==> src/hw/rtl/lbp_uniform_rotation_invariant_macros.svh <==
// Assertion macros shared by the local binary pattern RTL.
`ifndef LBP_UNIFORM_ROTATION_INVARIANT_MACROS_SVH
`define LBP_UNIFORM_ROTATION_INVARIANT_MACROS_SVH
`ifndef SYNTHESIS
// Same-cycle implication, sampled on clk and switched off while rst_n is low.
`define LBPRIU_ASSERT_IMP(label, ante, cons) \
    label: assert property (@(posedge clk) disable iff (!rst_n) (ante) |-> (cons)) \
        else $error("lbpriu: same-cycle check failed");
// Next-cycle implication, sampled on clk and switched off while rst_n is low.
`define LBPRIU_ASSERT_NXT(label, ante, cons) \
    label: assert property (@(posedge clk) disable iff (!rst_n) (ante) |=> (cons)) \
        else $error("lbpriu: next-cycle check failed");
`else
`define LBPRIU_ASSERT_IMP(label, ante, cons)
`define LBPRIU_ASSERT_NXT(label, ante, cons)
`endif
`endif

==> src/hw/rtl/lbpriu_pkg.sv <==
// Types, constants and helper functions for the local binary pattern block.
package lbpriu_pkg;

    localparam int IMAGE_SIDE = 512;
    localparam int HIST_BINS  = 58;

    localparam int ADDR_W = $clog2(IMAGE_SIDE);
    localparam int PIX_W  = 8;
    localparam int CODE_W = 8;
    localparam int BIN_W  = 6;
    localparam int POS_W  = 9;
    localparam int ONES_W = 4;

    typedef logic [PIX_W-1:0]  pix_t;
    typedef logic [ADDR_W-1:0] addr_t;
    typedef logic [POS_W-1:0]  pos_t;

    // Window laid out row-major from the top-left pixel.
    typedef logic [8:0][PIX_W-1:0] window_t;

    typedef struct packed {
        logic [CODE_W-1:0] code;
        logic [BIN_W-1:0]  bin;
        logic              uniform;
    } lbp_result_t;

    // Number of set bits in a pattern code.
    function automatic logic [ONES_W-1:0] ones8(input logic [CODE_W-1:0] v);
        logic [ONES_W-1:0] n;
        n = '0;
        for (int i = 0; i < CODE_W; i++)
        begin
            n = n + ONES_W'(v[i]);
        end
        return n;
    endfunction

    // Image coordinate resized to the width carried on the output.
    function automatic pos_t to_pos(input addr_t v);
        return POS_W'(v);
    endfunction

endpackage

==> src/hw/rtl/lbpriu_pattern.sv <==
// Pattern code and rotation-invariant uniform bin of one 3x3 window.
module lbpriu_pattern
(
    input  lbpriu_pkg::window_t     window,
    output lbpriu_pkg::lbp_result_t result
);

    lbpriu_pkg::pix_t                      centre;
    logic [lbpriu_pkg::CODE_W-1:0]         code;
    logic [lbpriu_pkg::CODE_W-1:0]         rotated;
    logic [lbpriu_pkg::ONES_W-1:0]         transitions;
    logic                                  uniform;

    assign centre = window[4];

    // Bit 7 is top-left, running clockwise round the centre to bit 0 at left.
    assign code = {window[0] > centre, window[1] > centre, window[2] > centre,
                   window[5] > centre, window[8] > centre, window[7] > centre,
                   window[6] > centre, window[3] > centre};

    assign rotated     = {code[0], code[lbpriu_pkg::CODE_W-1:1]};
    assign transitions = lbpriu_pkg::ones8(code ^ rotated);
    assign uniform     = (transitions <= lbpriu_pkg::ONES_W'(2));

    always_comb
    begin
        result.code    = code;
        result.uniform = uniform;
        if (uniform)
        begin
            result.bin = lbpriu_pkg::BIN_W'(lbpriu_pkg::ones8(code));
        end
        else
        begin
            result.bin = lbpriu_pkg::BIN_W'(lbpriu_pkg::HIST_BINS - 1);
        end
    end

endmodule
==> config.mk <==
export PLATFORM = sky130hd
export DESIGN_NAME = lbpriu_pattern
export DESIGN_NICKNAME = d
export VERILOG_FILES = /design/src/hw/rtl/lbp_uniform_rotation_invariant_macros.svh /design/src/hw/rtl/lbpriu_pkg.sv /design/src/hw/rtl/lbpriu_pattern.sv
export SDC_FILE = /design/constraint.sdc
export NUM_CORES = 1
export LEC_CHECK = 0
export ABC_AREA = 1
export BUFFER_PORTS_ARGS = -buffer_cell sky130_fd_sc_hd__clkbuf_2
export CAP_MARGIN = 20
export CORE_MARGIN = 2
export CORE_UTILIZATION = 34
export DETAILED_ROUTE_END_ITERATION = 16
export PLACE_DENSITY_LB_ADDON = 0.2
export REMOVE_ABC_BUFFERS = 1
export SLEW_MARGIN = 20
export SYNTH_ARGS = -nofsm -noshare
export SYNTH_HDL_FRONTEND = slang
export SYNTH_SLANG_ARGS = --single-unit
export TNS_END_PERCENT = 50
==> constraint.sdc <==
create_clock -name vclk -period 10.9
set_clock_uncertainty 0.05 [all_clocks]
set_input_delay 0.545 -clock vclk [all_inputs]
set_output_delay 0.545 -clock vclk [all_outputs]
set_load 0.005 [all_outputs]
==> results.toml <==
[yosys]
netlist_instances = 294
synth_top_area_share_pct = 43.7
yosysTopAreaCell = "ha_1"
syn_area_mm2 = 0.00206
ys.warnings.count = 0
ys_types = 29
synthTopCellsByArea = "ha_1, nand2_1, inv_1"
avgSynthCellArea_um2 = 7.01
synth-seq-area-share_pct = 0

[floorplanning]
die_y_um = 81.9
core-area_mm2 = 0.00589
ios = 87
die_w_um = 81.9
num_rows = 28
start_util_pct = 35.0
die_area_mm2 = 0.00670

[critical_path]
cp.required_ns = 10.31
arrival_ns = 4.44
crit_chain = "clkbuf_2, inv_1, ha_1, a21oi_1, nor2_1, nor3_2, nand2_1, nand2_2, inv_1, nand2_1, nand2_1, ha_1, fa_1, fa_1, ha_1, fa_1, nand2_1, nor2_1, o2bb2ai_1, nand2_1, inv_1, o21ai_0, clkbuf_2"
slowest_stage = "fa_1"
critical-path-max-stage-delay_ns = 0.51
critPathKind = "in -> out"
start_kind = "input port"
cp_top_family = "adder cells"
path_common_cell = "nand2_1"
crit_fanout = 8
critPathCaptureType = "output port"
path_buf_inv = 5

[detailed_routing]
postRouteAntennaNets = 0
num_vias = 2053
drcViolationCount = 0
routed_wl_mm = 5.20
drtPass1Iterations = 4
routedWlPerCell_um = 11.5
viasPerCell = 4.52
drt-initial-drc-count = 42

[power]
clockPowerShare_pct = 0
ir_worst_vdd_v = 0.000202
p_sw_uw = 133
pwr-share-comb_pct = 100.0
p_int_uw = 112
sw_frac_of_total_pct = 54.3
power_leakage_uw = 0.00164
power_density_mw_per_mm2 = 95.2
power_frac_seq_pct = 0

[timing]
worst_pin_slew_ns = 0.326
relSlewSlack_pct = 78.3
period_share_pct = 46.2
period_minus_slack_ns = 5.03
setup_viol = 0
rsz0062_at_grt = "false"
fin_setup_tns_ns = 0
fmax_mhz = 199
hold_violations = 0
drv_slew = 0

[layout]
area_delta_synth_final_pct = 24.9
seq_area_um2 = 0
postLayoutCellArea_mm2 = 0.00258
final_cell_mix = "clkbuf_2, ha_1, nand2_1"
antenna_cells = 0
nNetsFinal = 532
drive_above_1_share_pct = 30.6
layout.cells.most_common = "clkbuf_2"
nClkBuffers = 0
seq_cell_count = 0

[global_routing]
grt_pass1_wl_mm = 8.38
met1_usage_pct = 21.7
gr-usage-met3_pct = 0.110
grt_pass1_vias = 1895
grt_antenna_before_repair = 0
grt_overflow = 0
top_usage_layer = "met2"
grtUsageTotal_pct = 15.6
met2_usage_pct = 28.7
grt_max_degree = 9

[cts]
ctsHoldBuffers = 0
cts_resized = 0
post-cts-setup-buffer-count = 0

[placement]
placed_cell_area_mm2 = 0.00258
gp_congestion = 0.771
io_buffer_count = 87
hpwl_mm = 4.79

[flow_run]
drv_cap = 0

[worst_hold_path]
hp-class = "in -> out"

[outcome]
status = "finished clean"
==> final cells by class <==
type | instances | area, um2
tap | 75 | 93.8
timing repair buffer | 87 | 435
fill | 627 | 3310
multi-input combinational | 237 | 1840
inverter | 55 | 206
==> routing by layer <==
layer	vias to the layer above	wire [um]
met1	858	2580
li1	1139	-
met4	0	0
met3	0	272
met5	-	0
met2	56	2350
==> cell usage after synthesis, drive strengths merged <==
| cell | number |
|---|---|
| nand2 | 80 |
| ha | 72 |
| inv | 54 |
| a21oi | 24 |
| nor2 | 19 |
| nand4 | 11 |
| o21ai | 8 |
| fa | 7 |
| nor3 | 3 |
| a21o | 2 |
| buf | 2 |
| nand3 | 2 |
| nor3b | 2 |
| xor2 | 2 |
| a21boi | 1 |
| clkinv | 1 |
| o21a | 1 |
| o2bb2ai | 1 |
| or2 | 1 |
| xnor2 | 1 |
==> logic make-up after synthesis <==
group | synth area share (%)
and+or+nand+nor | 26.9
AOI/OAI and AO/OA | 10.6
xor gates and xnor gates | 1.27
adders and majority gates | 50.5
buffers and inverters | 10.7
==> through the flow <==
step	utilization [%]	total power [uW]	instances	hold WS (ns)	setup slack (ns)
2_1_floorplan	-	158	292	1.38	6.35
3_3_place_gp	43.8	248	454	1.66	5.85
3_5_place_dp	43.8	250	454	1.66	5.84
4_1_cts	43.8	251	454	1.67	5.83
5_1_grt	43.8	289	454	1.73	5.50
6_report	43.8	245	454	1.66	5.87
==> path summary, 6_finish.rpt <==
| check | startpoint | endpoint | cells past startpoint |
|---|---|---|---|
| worst max-delay path | window[37] | result[4] | 23 |
| worst min-delay path | window[17] | result[12] | 6 |
==> power groups by stage <==
stage               clock network, uW  logic, uW  registers [uW]
CTS                                 0        251               0
floorplan                           0        158               0
global route                        0        289               0
finish                              0        245               0
detailed placement                  0        250               0
global placement                    0        248               0
Note: power is estimated with default switching activity, not from simulation.
